==> src/rtl/ssrs_pkg.sv <==
package ssrs_pkg;

   // field and register widths
   localparam int OFFSET_BITS = 40;
   localparam int SECTOR_W    = 16;
   localparam int LENGTH_W    = 16;
   localparam int CHUNK_W     = 15;
   localparam int POSITION_W  = 14;
   localparam int STATUS_W    = 2;
   localparam int CSR_INDEX_W = 2;
   localparam int CSR_DATA_W  = OFFSET_BITS;

   // request limits
   localparam int MAX_REQUEST = 16384;
   localparam int MIN_PAYLOAD = 512;

   // register indexes
   localparam logic [CSR_INDEX_W-1:0] REG_SOURCE_BYTES     = 2'd0;
   localparam logic [CSR_INDEX_W-1:0] REG_RAW_SECTOR_BYTES = 2'd1;
   localparam logic [CSR_INDEX_W-1:0] REG_HEADER_BYTES     = 2'd2;
   localparam logic [CSR_INDEX_W-1:0] REG_PAYLOAD_BYTES    = 2'd3;

   // register reset values
   localparam logic [OFFSET_BITS-1:0] RESET_SOURCE_BYTES     = '0;
   localparam logic [SECTOR_W-1:0]    RESET_RAW_SECTOR_BYTES = 16'd2352;
   localparam logic [SECTOR_W-1:0]    RESET_HEADER_BYTES     = 16'd16;
   localparam logic [SECTOR_W-1:0]    RESET_PAYLOAD_BYTES    = 16'd2048;

   // result status codes
   localparam logic [STATUS_W-1:0] STATUS_CHUNK    = 2'd0;
   localparam logic [STATUS_W-1:0] STATUS_EMPTY    = 2'd1;
   localparam logic [STATUS_W-1:0] STATUS_TOO_LONG = 2'd2;

   typedef struct packed {
      logic [OFFSET_BITS-1:0] logical_offset;
      logic [LENGTH_W-1:0]    request_length;
   } req_payload_type;

   typedef struct packed {
      logic [OFFSET_BITS-1:0] raw_offset;
      logic [CHUNK_W-1:0]     chunk_length;
      logic [POSITION_W-1:0]  result_position;
      logic [STATUS_W-1:0]    status;
      logic                   last_chunk;
   } rsp_payload_type;

endpackage

==> src/rtl/stripped_sector_read_splitter_core.sv <==
// Channel   Ports                                  Transfer when
// request   req_valid, req_stall, req_payload      req_valid high, req_stall low
// result    rsp_valid, rsp_stall, rsp_payload      rsp_valid high, rsp_stall low
// config    csr_write_enable, csr_index, csr_write_data  csr_write_enable high
//
// A request over the length limit goes from idle to the status-only state, which
// loads its single result into the output register. Any other request first runs
// two bit-serial dividers side by side, one quotient bit each step, then two
// shift-add multipliers side by side, one multiplier bit each step, then totals
// and clips; then one result per cycle while rsp_stall is low, up to 33 in all.
// Reset is synchronous and restores the register defaults; results wait in an
// output register under rsp_stall, and a new request is taken once the last
// result of the previous one is loaded there.
module stripped_sector_read_splitter_core
   import ssrs_pkg::*;
(
   input  logic                   clock,
   input  logic                   reset,
   input  logic                   req_valid,
   output logic                   req_stall,
   input  req_payload_type        req_payload,
   output logic                   rsp_valid,
   input  logic                   rsp_stall,
   output rsp_payload_type        rsp_payload,
   input  logic                   csr_write_enable,
   input  logic [CSR_INDEX_W-1:0] csr_index,
   input  logic [CSR_DATA_W-1:0]  csr_write_data
);

   localparam int CNT_W   = $clog2(OFFSET_BITS);
   localparam int PROD_W  = OFFSET_BITS + SECTOR_W;
   localparam int TOTAL_W = PROD_W + 1;

   localparam logic [2:0] ST_IDLE   = 3'd0;
   localparam logic [2:0] ST_DIV    = 3'd1;
   localparam logic [2:0] ST_MUL    = 3'd2;
   localparam logic [2:0] ST_TOTAL  = 3'd3;
   localparam logic [2:0] ST_CLIP   = 3'd4;
   localparam logic [2:0] ST_EMIT   = 3'd5;
   localparam logic [2:0] ST_SINGLE = 3'd6;

   logic [2:0]             state_ff, state_in;
   logic [CNT_W-1:0]       cnt_ff, cnt_in;
   logic [OFFSET_BITS-1:0] src_ff, src_in;
   logic [SECTOR_W-1:0]    raw_ff, raw_in;
   logic [SECTOR_W-1:0]    hdr_ff, hdr_in;
   logic [SECTOR_W-1:0]    pay_ff, pay_in;
   logic [OFFSET_BITS-1:0] offset_ff, offset_in;
   logic [LENGTH_W-1:0]    length_ff, length_in;
   logic [OFFSET_BITS-1:0] qa_ff, qa_in;
   logic [SECTOR_W-1:0]    ra_ff, ra_in;
   logic [OFFSET_BITS-1:0] qb_ff, qb_in;
   logic [SECTOR_W-1:0]    rb_ff, rb_in;
   logic [PROD_W-1:0]      ma_ff, ma_in;
   logic [OFFSET_BITS-1:0] mb_ff, mb_in;
   logic [SECTOR_W-1:0]    pay_sh_ff, pay_sh_in;
   logic [SECTOR_W-1:0]    raw_sh_ff, raw_sh_in;
   logic [TOTAL_W-1:0]     total_ff, total_in;
   logic [CHUNK_W-1:0]     left_ff, left_in;
   logic [CHUNK_W-1:0]     done_ff, done_in;
   logic [SECTOR_W-1:0]    within_ff, within_in;
   logic [OFFSET_BITS-1:0] base_ff, base_in;
   logic [STATUS_W-1:0]    single_ff, single_in;
   logic                   rsp_valid_ff, rsp_valid_in;
   rsp_payload_type        rsp_payload_ff, rsp_payload_in;

   logic                   out_free;
   logic [SECTOR_W:0]      a_sh, a_sub, b_sh, b_sub;
   logic                   a_ge, b_ge;
   logic [SECTOR_W-1:0]    part;
   logic [SECTOR_W-1:0]    part_min;
   logic                   bad_geometry;
   logic [TOTAL_W-1:0]     offset_wide;
   logic [TOTAL_W-1:0]     avail;
   logic [SECTOR_W-1:0]    room;
   logic [CHUNK_W-1:0]     take;
   logic                   last_take;

   assign out_free  = !rsp_valid_ff || !rsp_stall;
   assign req_stall = (state_ff != ST_IDLE);
   assign rsp_valid   = rsp_valid_ff;
   assign rsp_payload = rsp_payload_ff;

   // one restoring division step per divider
   assign a_sh  = {ra_ff, qa_ff[OFFSET_BITS-1]};
   assign a_sub = a_sh - {1'b0, raw_ff};
   assign a_ge  = (a_sh >= {1'b0, raw_ff});
   assign b_sh  = {rb_ff, qb_ff[OFFSET_BITS-1]};
   assign b_sub = b_sh - {1'b0, pay_ff};
   assign b_ge  = (b_sh >= {1'b0, pay_ff});

   // partial last sector and geometry check
   assign bad_geometry = (raw_ff == '0) || (pay_ff < SECTOR_W'(MIN_PAYLOAD));
   assign part         = ra_ff - hdr_ff;
   assign part_min     = (part < pay_ff) ? part : pay_ff;

   // clip against the end of the stripped space
   assign offset_wide = {{(TOTAL_W-OFFSET_BITS){1'b0}}, offset_ff};
   assign avail       = total_ff - offset_wide;

   // chunk sizing for the current sector
   assign room      = pay_ff - within_ff;
   assign take      = ({1'b0, room} < {{(SECTOR_W+1-CHUNK_W){1'b0}}, left_ff})
                      ? room[CHUNK_W-1:0] : left_ff;
   assign last_take = (take == left_ff);

   always_comb begin
      state_in       = state_ff;
      cnt_in         = cnt_ff;
      src_in         = src_ff;
      raw_in         = raw_ff;
      hdr_in         = hdr_ff;
      pay_in         = pay_ff;
      offset_in      = offset_ff;
      length_in      = length_ff;
      qa_in          = qa_ff;
      ra_in          = ra_ff;
      qb_in          = qb_ff;
      rb_in          = rb_ff;
      ma_in          = ma_ff;
      mb_in          = mb_ff;
      pay_sh_in      = pay_sh_ff;
      raw_sh_in      = raw_sh_ff;
      total_in       = total_ff;
      left_in        = left_ff;
      done_in        = done_ff;
      within_in      = within_ff;
      base_in        = base_ff;
      single_in      = single_ff;
      rsp_valid_in   = rsp_valid_ff && rsp_stall;
      rsp_payload_in = rsp_payload_ff;

      // register writes
      if (csr_write_enable) begin
         case (csr_index)
            REG_SOURCE_BYTES:     src_in = csr_write_data[OFFSET_BITS-1:0];
            REG_RAW_SECTOR_BYTES: raw_in = csr_write_data[SECTOR_W-1:0];
            REG_HEADER_BYTES:     hdr_in = csr_write_data[SECTOR_W-1:0];
            REG_PAYLOAD_BYTES:    pay_in = csr_write_data[SECTOR_W-1:0];
            default: ;
         endcase
      end

      case (state_ff)
         ST_IDLE: begin
            // take a request and load both dividers
            if (req_valid) begin
               offset_in = req_payload.logical_offset;
               length_in = req_payload.request_length;
               qa_in     = src_ff;
               ra_in     = '0;
               qb_in     = req_payload.logical_offset;
               rb_in     = '0;
               cnt_in    = '0;
               if (req_payload.request_length > LENGTH_W'(MAX_REQUEST)) begin
                  single_in = STATUS_TOO_LONG;
                  state_in  = ST_SINGLE;
               end else begin
                  state_in = ST_DIV;
               end
            end
         end
         ST_DIV: begin
            // shift in one quotient bit on each divider
            qa_in  = {qa_ff[OFFSET_BITS-2:0], a_ge};
            ra_in  = a_ge ? a_sub[SECTOR_W-1:0] : a_sh[SECTOR_W-1:0];
            qb_in  = {qb_ff[OFFSET_BITS-2:0], b_ge};
            rb_in  = b_ge ? b_sub[SECTOR_W-1:0] : b_sh[SECTOR_W-1:0];
            cnt_in = cnt_ff + 1'b1;
            if (cnt_ff == CNT_W'(OFFSET_BITS - 1)) begin
               cnt_in    = '0;
               ma_in     = '0;
               mb_in     = '0;
               pay_sh_in = pay_ff;
               raw_sh_in = raw_ff;
               state_in  = ST_MUL;
            end
         end
         ST_MUL: begin
            // shift-add one multiplier bit per cycle, most significant first
            ma_in = {ma_ff[PROD_W-2:0], 1'b0}
                    + (pay_sh_ff[SECTOR_W-1] ? {{SECTOR_W{1'b0}}, qa_ff} : '0);
            mb_in = {mb_ff[OFFSET_BITS-2:0], 1'b0}
                    + (raw_sh_ff[SECTOR_W-1] ? qb_ff : '0);
            pay_sh_in = {pay_sh_ff[SECTOR_W-2:0], 1'b0};
            raw_sh_in = {raw_sh_ff[SECTOR_W-2:0], 1'b0};
            cnt_in    = cnt_ff + 1'b1;
            if (cnt_ff == CNT_W'(SECTOR_W - 1)) begin
               cnt_in   = '0;
               state_in = ST_TOTAL;
            end
         end
         ST_TOTAL: begin
            // whole sectors plus the partial last one, or zero for a bad geometry
            if (bad_geometry) begin
               total_in = '0;
            end else if (ra_ff > hdr_ff) begin
               total_in = {1'b0, ma_ff} + {{(TOTAL_W-SECTOR_W){1'b0}}, part_min};
            end else begin
               total_in = {1'b0, ma_ff};
            end
            base_in  = mb_ff + {{(OFFSET_BITS-SECTOR_W){1'b0}}, hdr_ff};
            state_in = ST_CLIP;
         end
         ST_CLIP: begin
            // drop empty or past-end requests, clip the rest
            if ((length_ff == '0) || (offset_wide >= total_ff)) begin
               single_in = STATUS_EMPTY;
               state_in  = ST_SINGLE;
            end else begin
               if (avail < {{(TOTAL_W-LENGTH_W){1'b0}}, length_ff}) begin
                  left_in = avail[CHUNK_W-1:0];
               end else begin
                  left_in = length_ff[CHUNK_W-1:0];
               end
               done_in   = '0;
               within_in = rb_ff;
               state_in  = ST_EMIT;
            end
         end
         ST_EMIT: begin
            // hand out one chunk per sector
            if (out_free) begin
               rsp_valid_in                   = 1'b1;
               rsp_payload_in.raw_offset      = base_ff
                  + {{(OFFSET_BITS-SECTOR_W){1'b0}}, within_ff};
               rsp_payload_in.chunk_length    = take;
               rsp_payload_in.result_position = done_ff[POSITION_W-1:0];
               rsp_payload_in.status          = STATUS_CHUNK;
               rsp_payload_in.last_chunk      = last_take;
               done_in   = done_ff + take;
               left_in   = left_ff - take;
               within_in = '0;
               base_in   = base_ff + {{(OFFSET_BITS-SECTOR_W){1'b0}}, raw_ff};
               if (last_take) begin
                  state_in = ST_IDLE;
               end
            end
         end
         ST_SINGLE: begin
            // one status-only result
            if (out_free) begin
               rsp_valid_in                   = 1'b1;
               rsp_payload_in.raw_offset      = '0;
               rsp_payload_in.chunk_length    = '0;
               rsp_payload_in.result_position = '0;
               rsp_payload_in.status          = single_ff;
               rsp_payload_in.last_chunk      = 1'b1;
               state_in = ST_IDLE;
            end
         end
         default: begin
            state_in = ST_IDLE;
         end
      endcase
   end

   always_ff @(posedge clock) begin
      if (reset) begin
         state_ff     <= ST_IDLE;
         cnt_ff       <= '0;
         src_ff       <= RESET_SOURCE_BYTES;
         raw_ff       <= RESET_RAW_SECTOR_BYTES;
         hdr_ff       <= RESET_HEADER_BYTES;
         pay_ff       <= RESET_PAYLOAD_BYTES;
         rsp_valid_ff <= 1'b0;
      end else begin
         state_ff     <= state_in;
         cnt_ff       <= cnt_in;
         src_ff       <= src_in;
         raw_ff       <= raw_in;
         hdr_ff       <= hdr_in;
         pay_ff       <= pay_in;
         rsp_valid_ff <= rsp_valid_in;
      end
   end

   always_ff @(posedge clock) begin
      offset_ff      <= offset_in;
      length_ff      <= length_in;
      qa_ff          <= qa_in;
      ra_ff          <= ra_in;
      qb_ff          <= qb_in;
      rb_ff          <= rb_in;
      ma_ff          <= ma_in;
      mb_ff          <= mb_in;
      pay_sh_ff      <= pay_sh_in;
      raw_sh_ff      <= raw_sh_in;
      total_ff       <= total_in;
      left_ff        <= left_in;
      done_ff        <= done_in;
      within_ff      <= within_in;
      base_ff        <= base_in;
      single_ff      <= single_in;
      rsp_payload_ff <= rsp_payload_in;
   end

   // a chunk result always carries data
   assert property (@(posedge clock) disable iff (reset)
      rsp_valid_ff && (rsp_payload_ff.status == STATUS_CHUNK)
      |-> (rsp_payload_ff.chunk_length != '0))
      else $error("chunk result with zero length");

   // status-only results are single and final
   assert property (@(posedge clock) disable iff (reset)
      rsp_valid_ff && (rsp_payload_ff.status != STATUS_CHUNK)
      |-> rsp_payload_ff.last_chunk && (rsp_payload_ff.chunk_length == '0))
      else $error("status result not final or not empty");

   // bytes remain while chunks are being emitted
   assert property (@(posedge clock) disable iff (reset)
      (state_ff == ST_EMIT) |-> (left_ff != '0))
      else $error("emit with nothing left");

   // the final chunk returns the block to idle
   assert property (@(posedge clock) disable iff (reset)
      (state_ff == ST_EMIT) && out_free && last_take |=> (state_ff == ST_IDLE))
      else $error("no return to idle after final chunk");

endmodule
==> config.mk <==
export PLATFORM = sky130hd
export DESIGN_NAME = stripped_sector_read_splitter_core
export DESIGN_NICKNAME = d
export VERILOG_FILES = /design/src/rtl/ssrs_pkg.sv /design/src/rtl/stripped_sector_read_splitter_core.sv
export SDC_FILE = /design/constraint.sdc
export NUM_CORES = 2
export LEC_CHECK = 0
export ABC_AREA = 0
export ABC_CLOCK_PERIOD_IN_PS = 7900
export BUFFER_PORTS_ARGS = -buffer_cell sky130_fd_sc_hd__buf_2
export CORE_MARGIN = 2
export CORE_UTILIZATION = 55
export CTS_CLUSTER_SIZE = 25
export DETAILED_ROUTE_END_ITERATION = 8
export PLACE_DENSITY = 0.75
export SLEW_MARGIN = 30
export SYNTH_ARGS = -nofsm -noshare
export SYNTH_HDL_FRONTEND = slang
export SYNTH_SLANG_ARGS = --single-unit
==> constraint.sdc <==
create_clock -name clock -period 7.9 [get_ports clock]
set_input_delay 0.395 -clock clock [delete_from_list [all_inputs] [get_ports clock]]
set_output_delay 0.395 -clock clock [all_outputs]
set_load 0.01 [all_outputs]
==> key figures <==
Outcome
  – Status: completed

Clocking
  – Later-pin clock latency in the skew report: 0.63 ns
  – CTS Buffer Depth: 3
  – CTS root buf: clkbuf_16
  – CTS tree: done
  – CTS Sinks: 610
  – Worst-path clk slew: 0.06 ns
  – H-Tree Depth: 3
  – TritonCTS buffer count: 70

Finish
  – Area Overhead vs Synth: 10.8%
  – Layout cell share with drive strength beyond 1: around 8.4%
  – Core Util, Final: between 60% and 70%
  – Nets: 5031
  – Diodes inserted: 0

STA
  – Final period utilization: 93.9%
  – Setup TNS: 0 ns
  – Hold Slack: 0.0172 ns
  – Fin Clk Skew: 0.0354 ns
  – Final Hold Vio Count: 0
  – Min Clock Period, post-route: 7.42 ns
  – Final setup vio count: 0
  – Max-slew violations: 0
  – Slew HR: 35.3%
  – Worst Tran Pin Value: 0.964 ns
  – Max Fclk: 135 MHz

Synth
  – Mapped Nets: 4880
  – EDFF count, synth: 512
  – Post-Syn Area: just over 40000 um^2
  – Distinct cells, synth: between 70 and 80
  – Async set-reset flop share out of synthesis: 0%
  – Yosys warns: 0
  – Yosys reg bits: 610
  – Ranking of synthesized cells by area: edfxtp_1 (38%), ha_1 (9.7%), nand2_1 (6.1%)
  – Syn Inst Count: 4448
  – Area leader, netlist: edfxtp_1
  – Avg Cell Area, Syn: 9.16 um^2
  – Sequential fraction of the synthesis area: 42.5%
  – Count leader, synth: nand2_1
  – Area share of the largest cell type after synthesis: 37.7%
  – Synth Flop Type: edfxtp_1
  – Synth cell count leaders: nand2_1 (662), edfxtp_1 (512), nor2_1 (448)

Power
  – Maximum vdd ir drop: 0.228 mV
  – Sw Ratio: about two fifths
  – Sequential fraction of design power: 31.2%
  – Internal power: 0.00975 W
  – Power Density: 368 nW/um^2
  – Combinational share of power: 49.4%
  – Sw power: 0.00687 W
  – Pleak: between 15 and 20 nW
  – Clock share of power: 19.4%
  – Power Total: 0.0166 W

Worst setup path
  – Critical path required time: 8.25 ns
  – Startpoint types: flop
  – Critical Path AT: roughly 7.8 ns
  – CP startpoint: pay_ff[0]
  – Crit path capture type: flop
  – R2r startpoint: pay_ff[0]
  – CP max FO: 5
  – Slowest-stage cell, CP: fa_1
  – CP Class: flop to flop
  – CP max stage delay: roughly 0.41 ns
  – Most used cell, CP: a21oi_1

Global route
  – Remaining global-route overflow: 0
  – First-pass GRT wire length: 175000 um
  – Number of global-route vias before repair: between 30000 and 40000
  – Largest net degree at the start of global routing: 73
  – Initial antenna violation count: 0
  – Gr usage total: 29.2%

Hold path
  – Worst hold path class: input port to flop
  – Hold Startpoint: req_payload[47]

Routing
  – Pre-antenna DRT Iters: 6
  – Via-per-instance ratio: 6.00
  – Via count: between 30000 and 40000
  – DRC: 0
  – Iter 0 DRT Violations: 3532
  – DR WL/cell: 20.3 um
  – Post-route ant nets: 0
  – Total Wirelength: roughly 110000 um

Die
  – Die width: 276 um
  – Starting density of the core: 55.7%
  – Die area: 76300 um^2
  – Core area: between 70000 and 80000 um^2
  – DIE HEIGHT: 276 um
  – Row count: approximately 100
  – Io pins: 177

Placement
  – Input/output buffers: 176
  – DP HPWL: approximately 87000 um
  – Routability Congestion: 1.01

Flow run
  – Max-Cap Viols: 0
==> power groups by stage <==
stage	registers (W)	clock network (W)	logic, W
floorplan	0.00513	0	0.00604
global placement	0.00521	0	0.00789
detailed placement	0.00523	0	0.00805
CTS	0.00517	0.00326	0.00811
global route	0.00525	0.00338	0.00908
finish	0.00518	0.00322	0.00822
==> state kept, by name, indices dropped and copies added (netlist names), 15 cells and up <==
name         count
src_ff          40
pay_sh_ff       16
raw_sh_ff       16
ra_ff           16
raw_ff          16
within_ff       16
offset_ff       40
mb_ff           40
left_ff         15
hdr_ff          16
length_ff       16
rsp_payload     72
rb_ff           16
total_ff        57
qa_ff           40
pay_ff          16
ma_ff           56
base_ff         40
qb_ff           40
==> path summary, 6_finish.rpt <==
| path | depth (start not counted) | slack, ns | end |
|---|---|---|---|
| min | 1 | 0.02 | offset_ff[31] |
| max reg2reg | 36 | 0.48 | done_ff[13] |
| max | 36 | 0.48 | done_ff[13] |
| min reg2reg | 2 | 0.45 | src_ff[14] |
==> critical path, delay by kind of cell, from the launching register on <==
family / cells / cell delay (ns)
adder cells (fa/ha/maj): 4 / 1.19
flip-flops: 1 / 0.33
buffers and inverters: 3 / 0.34
XOR/XNOR: 3 / 0.50
AND/OR/NAND/NOR: 6 / 0.61
AO/OA/AOI/OAI: 20 / 4.16
==> cells in the final DEF, fill, tap and decap left out, types with 18 or more instances in the layout <==
cell,count
dlygate4sd3_1,29
o21bai_1,35
or3_1,31
clkbuf_1,22
nor2b_1,54
o21a_1,43
nand4_1,62
nor3_1,99
nand2_1,660
a21oi_1,330
xnor2_1,199
a21o_1,109
o211ai_1,18
nand3_1,82
and3_1,58
buf_2,175
a211oi_1,28
xor2_1,120
edfxtp_1,512
nand2b_1,34
nor4_1,25
dfxtp_1,98
a21boi_0,19
nor2_1,444
a31oi_1,27
buf_4,33
and2_1,108
mux2i_1,79
ha_1,316
clkbuf_16,73
o21ai_0,182
inv_1,256
==> layout make-up <==
cell class,instances,area (um^2)
fill,6199,28100
multi-input combinational,3423,22000
sequential,610,17300
clock buffer,100,1980
timing repair buffer,237,1410
tap,959,1200
inverter,257,965
clock inverter,28,267
==> what timing repair did <==
item / 4_1_cts / 5_1_grt
buffers inserted: 0 / 0
endpoints found under the setup margin: 0 / 20
resized for setup: 0 / 8
hold buffers: 29 / 0
hold endpoints to repair: 29 / 0
==> layer usage <==
| layer | GRT usage [%] | routed length, um |
|---|---|---|
| met3 | 3.63 | 9190 |
| met2 | 46.8 | 51800 |
| met4 | 11.2 | 4290 |
| met5 | 0 | 0 |
| met1 | 40.4 | 48900 |
==> metrics by stage <==
stage / instances / setup slack, ns / area (um^2)
2_1_floorplan: 4448 / 0.573 / 40800
3_3_place_gp: 5457 / 0.439 / 42600
3_5_place_dp: 5457 / 0.298 / 42600
4_1_cts: 5614 / 0.282 / 45100
5_1_grt: 5614 / -0.00397 / 45200
6_report: 5614 / 0.479 / 45200
==> logic make-up (layout without fill, tap and decap cells) <==
| logic type | Yosys count | in the layout | synth area share, % |
|---|---|---|---|
| xor+xnor | 319 | 319 | 6.86 |
| simple gates | 1747 | 1747 | 19.8 |
| buf+inv | 415 | 622 | 3.86 |
| compound gates | 932 | 932 | 14.2 |
| fa+ha+maj | 329 | 329 | 10.3 |
| mux | 96 | 96 | 2.41 |
| flops | 610 | 610 | 42.5 |
Power figures use the tool's default switching activity.
